[config.mk]
export PLATFORM = sky130hd
export DESIGN_NAME = mvna_ctrl
export DESIGN_NICKNAME = d
export VERILOG_FILES = /design/src/hw/rtl/mvna_pkg.sv /design/src/hw/rtl/mvna_ctrl.sv
export SDC_FILE = /design/constraint.sdc
export NUM_CORES = 1
export LEC_CHECK = 0
export BUFFER_PORTS_ARGS = -buffer_cell sky130_fd_sc_hd__buf_4
export CORE_MARGIN = 3
export CORE_UTILIZATION = 52
export DETAILED_ROUTE_END_ITERATION = 6
export MAX_ROUTING_LAYER = met4
export PLACE_DENSITY = 0.77
export SLEW_MARGIN = 0
export SYNTH_ARGS = -nofsm -noshare
export SYNTH_HDL_FRONTEND = slang
export SYNTH_SLANG_ARGS = --single-unit
[constraint.sdc]
create_clock -name clk_i -period 3.26 [get_ports clk_i]
set_input_delay 0.652 -clock clk_i [delete_from_list [all_inputs] [get_ports clk_i]]
set_output_delay 0.652 -clock clk_i [all_outputs]
set_load 0.01 [all_outputs]
[src/hw/rtl/mvna_pkg.sv]
package mvna_pkg;

  localparam int NumVertices = 1024;
  localparam int AddrW = $clog2(NumVertices);
  localparam int IdxW = 10;
  localparam int PosW = 16;
  localparam int SumW = 48;
  localparam int CrossW = 38;
  localparam int NormW = 16;
  localparam int UnitOne = 16384;

  localparam logic [1:0] ReqWrite    = 2'd0;
  localparam logic [1:0] ReqTriangle = 2'd1;
  localparam logic [1:0] ReqRead     = 2'd2;
  localparam logic [1:0] ReqUnused   = 2'd3;

  typedef logic [IdxW-1:0] idx_t;
  typedef logic [AddrW-1:0] addr_t;

  typedef enum logic [1:0] {
    SelA,
    SelB,
    SelC,
    SelVertex
  } addr_sel_e;

  typedef enum logic [3:0] {
    MulUyWz,
    MulUzWy,
    MulUzWx,
    MulUxWz,
    MulUxWy,
    MulUyWx,
    MulSq0,
    MulSq1,
    MulSq2
  } mul_sel_e;

  typedef struct packed {
    logic [1:0]             req_type;
    idx_t                   vertex_index;
    logic signed [PosW-1:0] pos_x;
    logic signed [PosW-1:0] pos_y;
    logic signed [PosW-1:0] pos_z;
    idx_t                   corner_a;
    idx_t                   corner_b;
    idx_t                   corner_c;
  } req_item_t;

  typedef struct packed {
    idx_t                    normal_index;
    logic signed [NormW-1:0] normal_x;
    logic signed [NormW-1:0] normal_y;
    logic signed [NormW-1:0] normal_z;
    logic                    zero_normal;
  } rsp_item_t;

  typedef struct packed {
    logic      load_req;
    logic      vert_wr;
    logic      clr_wr;
    logic      pos_rd;
    logic      sum_rd;
    addr_sel_e addr_sel;
    logic      cap_p0;
    logic      cap_pb;
    logic      cap_pc;
    logic      mul_en;
    mul_sel_e  mul_sel;
    logic      sum_wr;
    logic      load_mag;
    logic      norm_step;
    logic      sqrt_init;
    logic      sqrt_step;
    logic      div_init;
    logic      div_step;
    logic      div_store;
    logic [1:0] comp;
    logic      out_load;
  } cmd_t;

  typedef struct packed {
    logic       clr_done;
    logic [1:0] req_type;
    logic       vert_ok;
    logic       tri_ok;
    logic       is_zero;
    logic       norm_done;
    logic       out_free;
  } sts_t;

  function automatic logic idx_in_range(idx_t idx);
    return 32'(idx) < NumVertices;
  endfunction

  function automatic addr_t to_addr(idx_t idx);
    return AddrW'(idx);
  endfunction

endpackage

[src/hw/rtl/mvna_ctrl.sv]
module mvna_ctrl (
  input  logic          clk_i,
  input  logic          rst_ni,
  input  logic          in_valid_i,
  output logic          in_ready_o,
  input  mvna_pkg::sts_t sts_i,
  output mvna_pkg::cmd_t cmd_o
);
  import mvna_pkg::*;

  typedef enum logic [3:0] {
    StClear,
    StIdle,
    StDispatch,
    StTriRd,
    StTriMul,
    StTriSum,
    StRdSum,
    StRdMag,
    StNorm,
    StSq,
    StSqrt,
    StDiv,
    StResult
  } state_e;

  state_e     state_q;
  logic [4:0] cnt_q;
  logic [1:0] comp_q;

  assign in_ready_o = (state_q == StIdle);

  always_ff @(posedge clk_i or negedge rst_ni) begin
    if (!rst_ni) begin
      state_q <= StClear;
      cnt_q   <= '0;
      comp_q  <= '0;
    end else begin
      unique case (state_q)
        StClear: begin
          if (sts_i.clr_done) state_q <= StIdle;
        end
        StIdle: begin
          if (in_valid_i) state_q <= StDispatch;
        end
        StDispatch: begin
          cnt_q  <= '0;
          comp_q <= '0;
          priority if (sts_i.req_type == ReqTriangle && sts_i.tri_ok) state_q <= StTriRd;
          else if (sts_i.req_type == ReqRead) state_q <= StRdSum;
          else state_q <= StIdle;
        end
        StTriRd: begin
          if (cnt_q == 5'd3) begin
            cnt_q   <= '0;
            state_q <= StTriMul;
          end else begin
            cnt_q <= cnt_q + 5'd1;
          end
        end
        StTriMul: begin
          if (cnt_q == 5'd6) begin
            cnt_q   <= '0;
            state_q <= StTriSum;
          end else begin
            cnt_q <= cnt_q + 5'd1;
          end
        end
        StTriSum: begin
          if (cnt_q == 5'd5) begin
            cnt_q   <= '0;
            state_q <= StIdle;
          end else begin
            cnt_q <= cnt_q + 5'd1;
          end
        end
        StRdSum: state_q <= StRdMag;
        StRdMag: state_q <= StNorm;
        StNorm: begin
          cnt_q <= '0;
          priority if (sts_i.is_zero) state_q <= StResult;
          else if (sts_i.norm_done) state_q <= StSq;
        end
        StSq: begin
          if (cnt_q == 5'd3) begin
            cnt_q   <= '0;
            state_q <= StSqrt;
          end else begin
            cnt_q <= cnt_q + 5'd1;
          end
        end
        StSqrt: begin
          if (cnt_q == 5'd26) begin
            cnt_q   <= '0;
            state_q <= StDiv;
          end else begin
            cnt_q <= cnt_q + 5'd1;
          end
        end
        StDiv: begin
          if (cnt_q == 5'd16) begin
            cnt_q <= '0;
            if (comp_q == 2'd2) state_q <= StResult;
            else comp_q <= comp_q + 2'd1;
          end else begin
            cnt_q <= cnt_q + 5'd1;
          end
        end
        StResult: begin
          if (sts_i.out_free) state_q <= StIdle;
        end
        default: state_q <= StIdle;
      endcase
    end
  end

  always_comb begin
    cmd_o          = '0;
    cmd_o.addr_sel = SelVertex;
    cmd_o.mul_sel  = MulUyWz;
    cmd_o.comp     = comp_q;
    unique case (state_q)
      StClear: cmd_o.clr_wr = !sts_i.clr_done;
      StIdle: cmd_o.load_req = in_valid_i;
      StDispatch: begin
        cmd_o.vert_wr = (sts_i.req_type == ReqWrite) && sts_i.vert_ok;
      end
      StTriRd: begin
        cmd_o.pos_rd   = (cnt_q != 5'd3);
        cmd_o.addr_sel = addr_sel_e'(cnt_q[1:0]);
        cmd_o.cap_p0   = (cnt_q == 5'd1);
        cmd_o.cap_pb   = (cnt_q == 5'd2);
        cmd_o.cap_pc   = (cnt_q == 5'd3);
      end
      StTriMul: begin
        cmd_o.mul_en  = (cnt_q != 5'd6);
        cmd_o.mul_sel = mul_sel_e'(cnt_q[3:0]);
      end
      StTriSum: begin
        cmd_o.sum_rd   = !cnt_q[0];
        cmd_o.sum_wr   = cnt_q[0];
        cmd_o.addr_sel = addr_sel_e'(cnt_q[2:1]);
      end
      StRdSum: cmd_o.sum_rd = 1'b1;
      StRdMag: cmd_o.load_mag = 1'b1;
      StNorm: cmd_o.norm_step = !sts_i.is_zero && !sts_i.norm_done;
      StSq: begin
        cmd_o.mul_en  = (cnt_q != 5'd3);
        cmd_o.mul_sel = mul_sel_e'(4'(MulSq0) + cnt_q[3:0]);
      end
      StSqrt: begin
        cmd_o.sqrt_init = (cnt_q == 5'd0);
        cmd_o.sqrt_step = (cnt_q != 5'd0);
      end
      StDiv: begin
        cmd_o.div_init  = (cnt_q == 5'd0);
        cmd_o.div_store = (cnt_q == 5'd16);
        cmd_o.div_step  = !cmd_o.div_init && !cmd_o.div_store;
      end
      StResult: cmd_o.out_load = sts_i.out_free;
      default: cmd_o.out_load = 1'b0;
    endcase
  end

endmodule

==> impl_metrics.json, run 1 <==
{
  "run_status": "complete, no violations",
  "drt-pass1-iter-count": 4,
  "grt_start_max_net_pins": 20,
  "synthesis.nets": 190,
  "synth-warning-count": 0,
  "grt_pass1_vias": 1342,
  "chipWidth_um": 56.8,
  "grt_first_pass_wirelength_mm": 6.27,
  "postSynthCellCount": 172,
  "finalHoldViolCount": 0,
  "worstHoldPathType": "primary input to asynchronous set/reset pin",
  "global_route.usage.total_pct": 24.7,
  "max_slew_margin_pct": 53.8,
  "slew_violations": 0,
  "synth_edf_count": 0,
  "worst_path_largest_cell_delay_ns": 0.72,
  "area_of_the_die_sq_um": 3230,
  "clk-insertion-delay-late_ns": 0.29,
  "static-leakage-power_nw": 0.724,
  "max_cap_violations": 0,
  "cts_tree": "yes",
  "utilization_pct": 71.1,
  "rsz0062_at_grt": "false",
  "path_clk_slew_ns": 0.09,
  "synthDominantAreaCellType": "dfrtp_1",
  "cts.repair_timing.setup_buffer_count": 0,
  "max_slew.worst_pin.slew_ns": 0.684,
  "synth.ff_latch_count": 11,
  "yosysUniqueCellTypes": 53,
  "crit_chain": "nor3b_1 > nand2b_1 > a21oi_1 > buf_4",
  "floorplan.die.height_um": 56.8,
  "drive_above_1_share_pct": 27.0,
  "routed_wire_length_per_instance_um": 16.1,
  "post-route-worst-setup-slack_ns": 0.397,
  "cts_buffer_count": 3,
  "cp-start-kind": "register",
  "synth_most_common_cell": "nor2_1",
  "detailedRoute.firstIterationViolations": 62,
  "r2r_start": "cnt_q[1]",
  "cts_max_path_buffers": 2,
  "final.period_utilization_pct": 87.8,
  "peakVddDrop_mv": 0.604,
  "syn-mean-instance-area_sq_um": 7.81,
  "category_of_the_critical_setup_timing_path": "register to primary output",
  "ys_top_cells_by_count": "nor2_1, a21oi_1, dfrtp_1, nand2_1, o21ai_0",
  "ctsRootBufferMaster": "clkbuf_4",
  "finalInstanceArea_sq_um": 1650,
  "overflow": 0,
  "synth_async_sr_flop_share_pct": 100,
  "route.antenna.remaining_nets": 0,
  "worst_setup_timing_slack_at_the_placement_stage_ns": 0.759,
  "timing.fmax_mhz": 349,
  "antenna_cells_inserted": 0,
  "number_of_design_rule_violations_left_after_detail_routing": 0,
  "synth_top_cells_by_area": "dfrtp_1, nor2_1, ha_1, a21oi_1, and4bb_2",
  "core-area_sq_um": 2320,
  "sequential_share_of_the_synthesized_area_pct": 20.5,
  "grt_antenna_before_repair": 0,
  "cts_resized": 0,
  "nNetsFinal": 223,
  "gp_weighted_congestion": 0.922,
  "design.portCount": 38,
  "placement_rows": 17,
  "tns_ns": 0,
  "post_layout_nonfiller_instances": 232,
  "starting_utilization_of_the_core_area_pct": 57.9,
  "dp_hpwl_mm": 2.83,
  "vias": 1453,
  "clock_skew_ns": 0.00297,
  "worstPathArrival_ns": 2.21,
  "vias_per_cell": 6.26,
  "crit_path_top_delay_cell": "dfrtp_1",
  "worst_setup_path_startpoint": "state_q[2]",
  "wl_mm": 3.73,
  "flow.area_growth_from_synthesis_pct": 22.8,
  "cts-htree-levels": 1,
  "filler_cell_count": 180,
  "yosys_most_used_dff": "dfrtp_1",
  "placed_area_sq_um": 1620,
  "cts_hold_buffers": 0,
  "yosysTopAreaCellShare_pct": 20.5,
  "placed_cells_incl_taps": 228,
  "synth_area_sq_um": 1340,
  "clock-sinks": 11,
  "timing.final.setup_violations": 0,
  "crit_required_ns": 2.61,
  "finalCriticalPeriod_ns": 2.86,
  "cp-end-kind": "primary output",
  "path_max_fanout": 19,
  "power_density_over_cell_area_nw_per_um2": 861,
  "numPortBuffers": 37
}
-- flip-flops by register name, indices dropped and copies added (netlist names) --
name     cells
cnt_q        5
comp_q       2
state_q      4
-- cells by family (layout without fill, tap and decap cells) --
family | Yosys count | in the layout | synth area share [%]
multiplexers | 2 | 2 | 1.68
XOR/XNOR | 7 | 7 | 4.57
flip-flops | 11 | 11 | 20.5
AO/OA/AOI/OAI | 44 | 44 | 23.5
buffers and inverters | 20 | 52 | 6.34
AND/OR/NAND/NOR | 81 | 81 | 36.9
adder cells (fa/ha/maj) | 7 | 7 | 6.52
-- worst max-delay path: cells and delay by family (launching register included) --
family                 cells  cell delay, ns
DFF                        1            0.72
and+or+nand+nor            2            0.66
AOI/OAI and AO/OA          1            0.35
buffers and inverters      1            0.19
-- stage by stage --
stage | power, mW | hold slack (ns)
final | 1.42 | 0.187
after global routing | 1.54 | 0.190
after CTS | 1.40 | 0.186
after detailed placement | 1.29 | 0.503
after global placement | 1.27 | 0.501
after floorplan | 0.997 | 0.356
-- metal layers --
layer | track usage, % | vias up | share of wire [%]
met3 | 1.61 | 5 | 9.8
met5 | - | - | 0
met1 | 33.6 | 660 | 43
met4 | 11.3 | 0 | 1.8
met2 | 37.3 | 94 | 45
li1 | - | 694 | -
-- report_power, final --
group / switching (mW) / internal [mW]
Combinational: 0.558 / 0.457
Clock: 0.0595 / 0.0476
Sequential: 0.119 / 0.177
Total: 0.737 / 0.682
-- cell type report --
type / instances / area, sq um / share of cell area [%]
multi-input cells: 141 / 982 / 59.6
inverters: 8 / 30.0 / 1.82
clock buffers: 4 / 26.3 / 1.59
flip-flops and latches: 11 / 275 / 16.7
well taps: 28 / 35.0 / 2.12
repair buffers: 40 / 300 / 18.2
-- worst paths after layout --
check / endpoint / slack, ns / cells after the start
worst min register to register: comp_q[1] / 0.60 / 2
worst max-delay path: cmd_o[15] / 0.40 / 4
max in group asynchronous: state_q[2] / 2.91 / 1
worst max register to register: state_q[0] / 0.76 / 6
min in group clk_i: comp_q[1] / 0.60 / 2
worst min-delay path: cnt_q[2] / 0.19 / 1
-- cells in the final DEF (no fill, tap or decap), drive strengths merged, types with 3 or more instances in the layout --
cell type	instances
dfrtp	11
nor2	25
nand2	10
and4bb	4
a211oi	3
nor2b	5
nand3	5
clkbuf	4
xnor2	3
nor4b	3
o21ai	9
nor3	7
o22ai	3
xor2	4
o31ai	3
a31oi	3
inv	7
a22oi	3
nand2b	3
ha	7
a21oi	12
nor3b	5
buf	40
No activity file was read; power rests on OpenSTA's default activity.
==> inputs of run 2 (changes only) <==
- CORE_UTILIZATION: 52 -> 54
- CTS_BUF_LIST: default -> sky130_fd_sc_hd__clkbuf_4
- PLACE_DENSITY: 0.77 -> 0.79
==> run 2 against run 1 <==
Compared with the run above: sequential share of layout area hardly changed; wire length is 3.1% higher; design area is 0.23% lower; total power is 0.11% higher; clock power is 7% higher; clock skew is 0.00075 ns higher; clock-buffer cell count stayed put; setup slack worse by 0.081 ns; critical path depth is 2 higher; maximum frequency is 2.7% lower; register-to-register slack better by 0.04 ns; utilization is 1.2 points higher; critical path type unchanged; highest routed layer unchanged.
==> impl_metrics.json, run 2 (synthesis results as in run 1) <==
{
  "run_status": "complete, no violations",
  "flow.area_growth_from_synthesis_pct": 22.6,
  "area_of_the_die_sq_um": 3120,
  "finalInstanceArea_sq_um": 1650,
  "grt_first_pass_wirelength_mm": 6.40,
  "vias_per_cell": 6.39,
  "grt_antenna_before_repair": 0,
  "number_of_flip_flops_under_the_largest_register_name": 5,
  "placed_area_sq_um": 1620,
  "numPortBuffers": 37,
  "rsz0062_at_grt": "false",
  "crit_required_ns": 2.61,
  "global_route.usage.total_pct": 25.5,
  "cts_max_path_buffers": 2,
  "routed_wire_length_per_instance_um": 16.6,
  "antenna_cells_inserted": 0,
  "peakVddDrop_mv": 0.636,
  "ctsRootBufferMaster": "clkbuf_4",
  "met3RoutedLength_um": 354,
  "vias": 1475,
  "final.period_utilization_pct": 90.3,
  "filler_cell_count": 188,
  "max_slew.worst_pin.slew_ns": 0.755,
  "overflow": 0,
  "route.antenna.remaining_nets": 0,
  "commonest_cells_after_routing_fill_and_taps_aside": "buf_4, nor2_1, a21oi_1",
  "cts-htree-levels": 1,
  "wl_mm": 3.84,
  "post_layout_nonfiller_instances": 231,
  "floorplan.die.height_um": 55.9,
  "worst_setup_timing_slack_at_the_placement_stage_ns": 0.719,
  "nNetsFinal": 222,
  "utilization_pct": 72.3,
  "slew_violations": 0,
  "cts_resized": 0,
  "chipWidth_um": 55.9,
  "cts.repair_timing.setup_buffer_count": 0,
  "tns_ns": 0,
  "cp-start-kind": "register",
  "grt_start_max_net_pins": 25,
  "design.portCount": 38,
  "core-area_sq_um": 2280,
  "post-route-worst-setup-slack_ns": 0.316,
  "cp-end-kind": "primary output",
  "grt_pass1_vias": 1387,
  "worstHoldPathType": "primary input to asynchronous set/reset pin",
  "area_used_by_multi_input_combinational_logic_sq_um": 982,
  "timing.final.setup_violations": 0,
  "hold_slack_ns": 0.190,
  "timing.fmax_mhz": 340,
  "clock-sinks": 11,
  "drive_above_1_share_pct": 27.1,
  "dp_hpwl_mm": 2.86,
  "layout_commonest_cell": "buf_4",
  "clock_skew_ns": 0.00372,
  "cts_buffer_count": 3,
  "gp_weighted_congestion": 0.926,
  "wl_met1_mm": 1.66,
  "max_cap_violations": 0,
  "path_max_fanout": 14,
  "static-leakage-power_nw": 0.723,
  "cts_tree": "yes",
  "finalHoldViolCount": 0,
  "worstPathArrival_ns": 2.29,
  "number_of_design_rule_violations_left_after_detail_routing": 0,
  "met2_wirelength_mm": 1.78,
  "path_clk_slew_ns": 0.09,
  "placed_cells_incl_taps": 227,
  "largest_reg_by_ff_count": "cnt_q",
  "drt-pass1-iter-count": 5,
  "finalCriticalPeriod_ns": 2.94,
  "top_layer_used": "met4",
  "placement_rows": 17,
  "starting_utilization_of_the_core_area_pct": 59.0,
  "category_of_the_critical_setup_timing_path": "register to primary output",
  "detailedRoute.firstIterationViolations": 88,
  "reg_top3": "cnt_q (5), state_q (4), comp_q (2)",
  "power_density_over_cell_area_nw_per_um2": 864,
  "sequential_cell_area_sq_um": 275,
  "clk-insertion-delay-late_ns": 0.28,
  "max_slew_margin_pct": 49.0,
  "power.total_mw": 1.42,
  "cts_hold_buffers": 0
}
run 2: area by class of cell:
class / count / area share (%)
Timing Repair Buffer: 39 / 17.8
Inverter: 8 / 1.83
Multi-Input combinational cell: 141 / 59.7
Sequential cell: 11 / 16.7
Tap cell: 28 / 2.13
Clock buffer: 4 / 1.83
run 2: worst max-delay path, stage by stage (launching register included):
cell	delay [ns]
dfrtp_1	0.55
buf_4	0.25
nor2_1	0.12
nand3_1	0.16
or3_1	0.40
nor3b_1	0.33
buf_4	0.19
run 2: final timing paths:
check | start | endpoint | slack (ns) | cells past startpoint
worst max-delay path | state_q[3] | cmd_o[18] | 0.32 | 6
worst min-delay path | rst_ni | cnt_q[2] | 0.19 | 1
worst max register to register | cnt_q[1] | state_q[0] | 0.80 | 7
worst min register to register | comp_q[1] | comp_q[1] | 0.57 | 2
max in group asynchronous | rst_ni | state_q[2] | 2.91 | 1
min in group clk_i | comp_q[1] | comp_q[1] | 0.57 | 2
run 2: per-layer routing:
layer | track usage, % | up-vias
li1 | - | 690
met1 | 36.0 | 683
met2 | 38.3 | 97
met3 | 1.86 | 5
met4 | 9.49 | 0
met5 | - | -
run 2: power by group:
group / total (mW) / internal [mW] / switching (mW)
Combinational: 0.983 / 0.448 / 0.535
Sequential: 0.323 / 0.177 / 0.147
Clock: 0.115 / 0.0559 / 0.0588
